`src/hdl/smn_pkg.sv`:
```
// Package for the noisy spectral mode update: shared constants, types and
// the Q16.16 multiply and saturate helpers. No dependencies.
`timescale 1ns / 1ps
package smn_pkg;

   // Q16.16 constants
   localparam logic signed [31:0] SQRT_TWO_Q = 32'sd92682;
   localparam logic signed [63:0] ROUND_HALF = 64'sd32768;

   // CSR map, register index = paddr[4:2]
   localparam int CSR_ADDR_W = 5;
   localparam logic [2:0] REG_DRIFT_GAIN  = 3'd0;
   localparam logic [2:0] REG_STIFFNESS   = 3'd1;
   localparam logic [2:0] REG_NORM_SQ     = 3'd2;
   localparam logic [2:0] REG_NOISE_GAIN  = 3'd3;
   localparam logic [2:0] REG_SPACING_QX  = 3'd4;
   localparam logic [2:0] REG_SPACING_QY  = 3'd5;
   localparam logic [2:0] REG_SPACING_QZ  = 3'd6;
   localparam logic [2:0] REG_SLAB_OFFSET = 3'd7;

   // Pipeline geometry
   localparam int PIPE_DEPTH  = 19;
   localparam int SQRT_STAGES = 12;
   localparam int RAD_W       = 48;
   localparam int ROOT_W      = 24;
   localparam int REM_W       = 28;

   // Per-transaction payload carried down the main pipeline
   typedef struct packed {
      logic               func;
      logic signed [31:0] y_re;
      logic signed [31:0] y_im;
      logic signed [31:0] n_re;
      logic signed [31:0] n_im;
      logic signed [31:0] w_re;
      logic signed [31:0] w_im;
      logic signed [31:0] gain;
      logic signed [31:0] amp;
      logic signed [31:0] t;
      logic signed [31:0] v;
      logic signed [31:0] q2;
      logic signed [15:0] r_re;
      logic signed [15:0] r_im;
   } pipe_type;

   // Saturate a 33-bit sum to the Q16.16 range
   function automatic logic signed [31:0] sat33(input logic signed [32:0] x);
      logic signed [31:0] r;
      if (x > 33'sd2147483647)
         r = 32'sh7FFFFFFF;
      else if (x < -33'sd2147483648)
         r = 32'sh80000000;
      else
         r = x[31:0];
      return r;
   endfunction

   // Q16.16 product: round half up, floor shift, saturate
   function automatic logic signed [31:0] mulq(input logic signed [31:0] a,
                                               input logic signed [31:0] b);
      logic signed [63:0] p;
      logic signed [47:0] s;
      logic signed [31:0] r;
      p = (64'(a) * 64'(b)) + ROUND_HALF;
      s = 48'(p >>> 16);
      if (s > 48'sd2147483647)
         r = 32'sh7FFFFFFF;
      else if (s < -48'sd2147483648)
         r = 32'sh80000000;
      else
         r = s[31:0];
      return r;
   endfunction

endpackage

```
`src/hdl/smn_isqrt.sv`:
```
// Pipelined integer square root, two result bits per stage.
// Depends on smn_pkg for the radicand, root and stage sizes.
`timescale 1ns / 1ps
module smn_isqrt (
   input  logic                         clock,
   input  logic                         en,
   input  logic [smn_pkg::RAD_W-1:0]    rad_in,
   output logic [smn_pkg::ROOT_W-1:0]   root_out
);
   import smn_pkg::*;

   logic [REM_W-1:0]  rem_ff  [SQRT_STAGES];
   logic [ROOT_W-1:0] root_ff [SQRT_STAGES];
   logic [RAD_W-1:0]  rad_ff  [SQRT_STAGES];
   logic [REM_W-1:0]  rem_in  [SQRT_STAGES];
   logic [ROOT_W-1:0] root_in [SQRT_STAGES];
   logic [RAD_W-1:0]  rad_in_s[SQRT_STAGES];

   // Each stage retires two radicand bit pairs (restoring digit recurrence)
   always_comb begin
      logic [REM_W-1:0]  rem;
      logic [ROOT_W-1:0] root;
      logic [RAD_W-1:0]  rad;
      logic [REM_W-1:0]  trial;
      for (int j = 0; j < SQRT_STAGES; j++) begin
         if (j == 0) begin
            rem  = '0;
            root = '0;
            rad  = rad_in;
         end else begin
            rem  = rem_ff[j-1];
            root = root_ff[j-1];
            rad  = rad_ff[j-1];
         end
         for (int b = 0; b < 2; b++) begin
            rem   = {rem[REM_W-3:0], rad[RAD_W-1:RAD_W-2]};
            rad   = {rad[RAD_W-3:0], 2'b00};
            trial = {2'b00, root, 2'b01};
            if (rem >= trial) begin
               rem  = rem - trial;
               root = {root[ROOT_W-2:0], 1'b1};
            end else begin
               root = {root[ROOT_W-2:0], 1'b0};
            end
         end
         rem_in[j]   = rem;
         root_in[j]  = root;
         rad_in_s[j] = rad;
      end
   end

   always_ff @(posedge clock) begin
      if (en) begin
         for (int j = 0; j < SQRT_STAGES; j++) begin
            rem_ff[j]  <= rem_in[j];
            root_ff[j] <= root_in[j];
            rad_ff[j]  <= rad_in_s[j];
         end
      end
   end

   assign root_out = root_ff[SQRT_STAGES-1];

endmodule

```
`config.mk`:
```
export PLATFORM = sky130hd
export DESIGN_NAME = smn_isqrt
export DESIGN_NICKNAME = d
export VERILOG_FILES = /design/src/hdl/smn_pkg.sv /design/src/hdl/smn_isqrt.sv
export SDC_FILE = /design/constraint.sdc
export NUM_CORES = 2
export LEC_CHECK = 0
export BUFFER_PORTS_ARGS = -buffer_cell sky130_fd_sc_hd__buf_2
export CORE_MARGIN = 2
export CORE_UTILIZATION = 51
export DETAILED_ROUTE_END_ITERATION = 8
export PLACE_DENSITY = 0.63
export SLEW_MARGIN = 25
export SYNTH_ARGS = -nofsm -noshare
export SYNTH_HDL_FRONTEND = slang
export SYNTH_SLANG_ARGS = --single-unit
```
`constraint.sdc`:
```
create_clock -name clock -period 6.3 [get_ports clock]
set_input_delay 1.89 -clock clock [delete_from_list [all_inputs] [get_ports clock]]
set_output_delay 1.89 -clock clock [all_outputs]
set_load 0.03 [all_outputs]
```
== Yosys cells after proc, flatten, opt, wreduce, memory -nomap -nowiden ==
Memory sizes are Yosys's and may differ from the RTL's.
Cells that the tools add are included.

* $add $sub $neg: 24
* $mul: 0
* Divide/modulo/power cells: 0
* $lt $le $gt $ge: 24
* Equal/unequal tests: 0
* Shift-type cells: 0
* Muxes and demuxes: 50
* Bitwise gates (word level): 0
* Reductions and logical operators: 0

{| class="wikitable"
|+ Operators with widths
! kind !! count
|-
| 28-bit by 26-bit >= comparator with 1-bit output || 22
|-
| 28-bit 2-to-1 mux || 12
|-
| 26-bit 2-to-1 mux || 12
|-
| 28-bit by 26-bit subtractor with 28-bit output || 11
|-
| 26-bit subtractor || 11
|-
| 28-bit by 3-bit >= comparator with 1-bit output || 1
|-
| 28-bit by 3-bit subtractor with 28-bit output || 1
|-
| 1-bit 2-to-1 mux || 26
|-
| 2-bit by 1-bit subtractor with 3-bit output, second input constant || 1
|-
| 2-bit by 1-bit >= comparator with 1-bit output, second input constant || 1
|}

* Register bits: 0
* Bits in latches: 0
* RAM bits: 1152
* ROM bits: 0
* Bits of input ports: 50
* Output and inout port bits: 24
* Logic and storage cells: 101
* Memories: 3

{| class="wikitable"
|+ Memories
! memory !! depth !! width !! rd ports !! clocked after memory_dff !! write ports !! RTL line !! source
|-
| rad_ff || 12 || 44 || 11 || 0 || 12 || smn_isqrt.sv:14 || <nowiki>logic [RAD_W-1:0] rad_ff [SQRT_STAGES];</nowiki>
|-
| rem_ff || 12 || 28 || 11 || 0 || 12 || smn_isqrt.sv:12 || <nowiki>logic [REM_W-1:0] rem_ff [SQRT_STAGES];</nowiki>
|-
| root_ff || 12 || 24 || 12 || 0 || 12 || smn_isqrt.sv:13 || <nowiki>logic [ROOT_W-1:0] root_ff [SQRT_STAGES];</nowiki>
|}

== Depth between registers and ports, before layout ==
An unclocked memory read counts as a cell.

* Word-level depth: 5
* Mapped depth: 29
* Depth with buffers taken out: 24

== Least setup slack after synthesis ==
No wires, ideal clock.

* Path kind: reg2reg
* Start point: memory rem_ff[4][13]
* End point: memory rem_ff[5][4], data pin
* Setup time: 0.260 ns
* Data arrival time: 5.341 ns
* Required time: 6.040 ns
* Slack: 0.699 ns
* Cell stages (with the launch flop): 22
* Buffers on the path: 3
* Clock period less this slack: 5.601 ns
* Path through: edfxtp_1 -> or4_1 -> or3_1 -> clkbuf_1 -> nor4_2 -> nand3_1 -> inv_1 -> clkbuf_1 -> nand2_1 -> o31ai_1 -> ha_1 -> a21oi_1 -> nor2b_1 -> o21ai_0 -> nand2b_1 -> nor3_1 -> a21oi_1 -> a221oi_1 -> or4b_1 -> nor2b_1 -> buf_2 -> mux2_2

{| class="wikitable"
|+ RTL lines
! element !! RTL line
|-
| from (decl) || smn_isqrt.sv:12
|}

==> metrics <==
status=finished clean; Fill cells=7,693; Unique masters post-synth=96; FP Rows=108; Post-CTS Setup Repair Bufs=0; via count of the first global-routing pass=30,700; dpl hpwl=80,300 um; Via density=5.75; H-Tree Depth=3; Final Max Slew Viols=0; CTS tree=yes; post-synth top area share=0.464; most frequent cell after synthesis=edfxtp_1; Post-synth EDFFs=689; Final Cell Area=49,200 um2; crit end category=flip-flop; critical path class=reg2reg; leakage=19.6 nW; yosys warns=0; Clk Latency, worst-skew pair=650 ps; Buffers on Ports=73; Hold Path Depth=0; synth cell count leaders=edfxtp_1 (689), nor2_1 (333), nand2_1 (331); Worst VDD drop=0.246 mV; CTS Sinks=689; Die W=300 um; Tcrit/Tclk final=0.944; global-route wire length before repair=168,000 um; Detail Route Antenna Nets=0; Slew headroom=0.375; post-synth top area cell=edfxtp_1; post-synthesis sequential area ratio=0.464; CP Data Arrival Time=6330 ps; gr usage total=0.233; worst slew pin tran=931 ps; CTS Buf Count=79; Worst EP required=6690 ps; Cell Pwr Density=387 nW/um2; Nets=4,819; minimum clock period=5940 ps; die area=89,900 um2; placed cells=5,522; Post-synth ARST share=0; startpoint class of the critical path=flip-flop; pin count of the biggest net entering global routing=112; pre-CTS WS=409 ps; I/O pin total=74; # DRC=0; worst hold path type=reg2reg; initial antenna violation count=2; CTS root buffer=clkbuf_16; CP dominant cell by count=buf_4; layout cell share with drive strength beyond 1=0.0827; Resize count post-CTS=0; Crit-path slowest cell=a2111oi_1; Synth Flop Type=edfxtp_1; max_cap viols=0; post-synthesis area per instance=10.2 um2; Hold Fails Final Rpt=0; TritonRoute pass-1 iters=5; Area Overhead vs Synth=10.2%; slowest stage delay, CP=560 ps; Initial Utilization=0.514; Non-Filler Instances=5,667; routed vias=32,600; Area after DPL=46,400 um2; Mapped Cells=4,359; Max Clock Freq=0.168 GHz; Total Routed Length=105,000 um; multi-input logic area=22,300 um2; setup_tns=0 ps; GRT overflow=0; crit path cell chain=inv_1 -> ha_1 -> a211oi_1 -> o21ai_0 -> a2111oi_1 -> buf_4 -> and4_1 -> nand2b_1 -> buf_4 -> mux2_2 -> ha_1 -> a21o_1 -> a21o_1 -> a21oi_1 -> o221ai_1 -> nand3_1 -> a21oi_1 -> a311oi_1 -> nand4_1 -> a211oi_4 -> buf_4 -> nor2_1 -> xnor2_1; Mapped Area=44,600 um2; First DRT Iteration DRCs=2,487; die height=300 um; Layout Skew=37.4 ps; count of final setup violators=0; synth top area cells=edfxtp_1 (46%), ha_1 (9.0%), xnor2_1 (5.2%); hold-fix buffers at CTS=0; Seq. cell area=20,700 um2; worst r2r path cells=23; Worst Slack Setup Final=355 ps; CTS Buffer Depth=3; DR WL/cell=18.5 um; clk slew on worst S/H paths=60 ps; RSZ-0062 raised after global routing=false; synthesis-stage register bit count=689; GP Congestion=0.923; worst-path fanout max=24; CORE AREA=86,800 um2
kinds of logic (layout without fill, tap and decap cells):
family | after synthesis | in the layout | share of synthesized area
AO/OA/AOI/OAI | 1130 | 1130 | 0.163
XOR/XNOR | 421 | 421 | 0.0827
adder cells (fa/ha/maj) | 321 | 321 | 0.0900
buffers and inverters | 415 | 566 | 0.0374
flip-flops | 689 | 689 | 0.464
multiplexers | 57 | 57 | 0.0140
other | 1 | 3 | 0.0000841
AND/OR/NAND/NOR | 1325 | 1325 | 0.149
registers in the layout (all words and copies together), names as in the netlist:
| name | count |
|---|---|
| rad_ff | 264 |
| rem_ff | 269 |
| root_ff | 156 |
path summary, 6_finish.rpt:
check	from	endpoint	slack [ps]
worst max-delay path	root_ff[2][41]$_DFFE_PP_	rem_ff[10][2]$_DFFE_PP_	360
worst min-delay path	rad_ff[3][30]$_DFFE_PP_	rad_ff[4][34]$_DFFE_PP_	410
worst max register to register	root_ff[2][41]$_DFFE_PP_	rem_ff[10][2]$_DFFE_PP_	360
worst min register to register	rad_ff[3][30]$_DFFE_PP_	rad_ff[4][34]$_DFFE_PP_	410
critical path, delay by kind of cell, from the launching register on:
kind / cells / cell delay (ps)
muxes: 1 / 310
and+or+nand+nor: 5 / 840
DFF: 1 / 430
buffers and inverters: 4 / 850
AOI/OAI and AO/OA: 10 / 2430
adders and majority gates: 2 / 700
xor gates and xnor gates: 1 / 130
cell usage in the layout, fill, tap and decap left out, drive strengths merged, types with 155 or more instances in the layout:
master    n
edfxtp  689
nor2    335
nand2   333
a21oi   324
ha      321
inv     285
xnor2   266
o21ai   249
a21o    162
xor2    155
report_power, final:
part | internal, mW | switching (mW)
registers | 6.10 | 0.622
clock network | 2.81 | 1.94
logic | 3.20 | 4.34
metal layers:
| metal | routed length [um] | share of wire | track usage | vias to the layer above |
|---|---|---|---|---|
| li1 | - | - | - | 16400 |
| met1 | 51100 | 0.49 | 0.343 | 15400 |
| met2 | 47300 | 0.45 | 0.368 | 729 |
| met3 | 4690 | 0.045 | 0.0304 | 126 |
| met4 | 1830 | 0.017 | 0.0475 | 0 |
| met5 | 0 | 0 | 0 | - |
through the flow:
step / hold WS (ps) / power [mW] / util
floorplan: 400 / 12.4 / -
global placement: 400 / 14.2 / 0.535
detailed placement: 405 / 14.3 / 0.535
CTS: 409 / 19.1 / 0.566
global route: 414 / 20.3 / 0.567
finish: 409 / 19.0 / 0.567
layout make-up:
type / instances / area share
sequential: 689 / 0.421
clock inverter: 55 / 0.0135
timing repair buffer: 140 / 0.0197
multi-input combinational: 3256 / 0.453
inverter: 282 / 0.0215
tap: 1155 / 0.0294
clock buffer: 89 / 0.0414
antenna: 1 / 0.0000509
(Power assumes the default switching activity.)
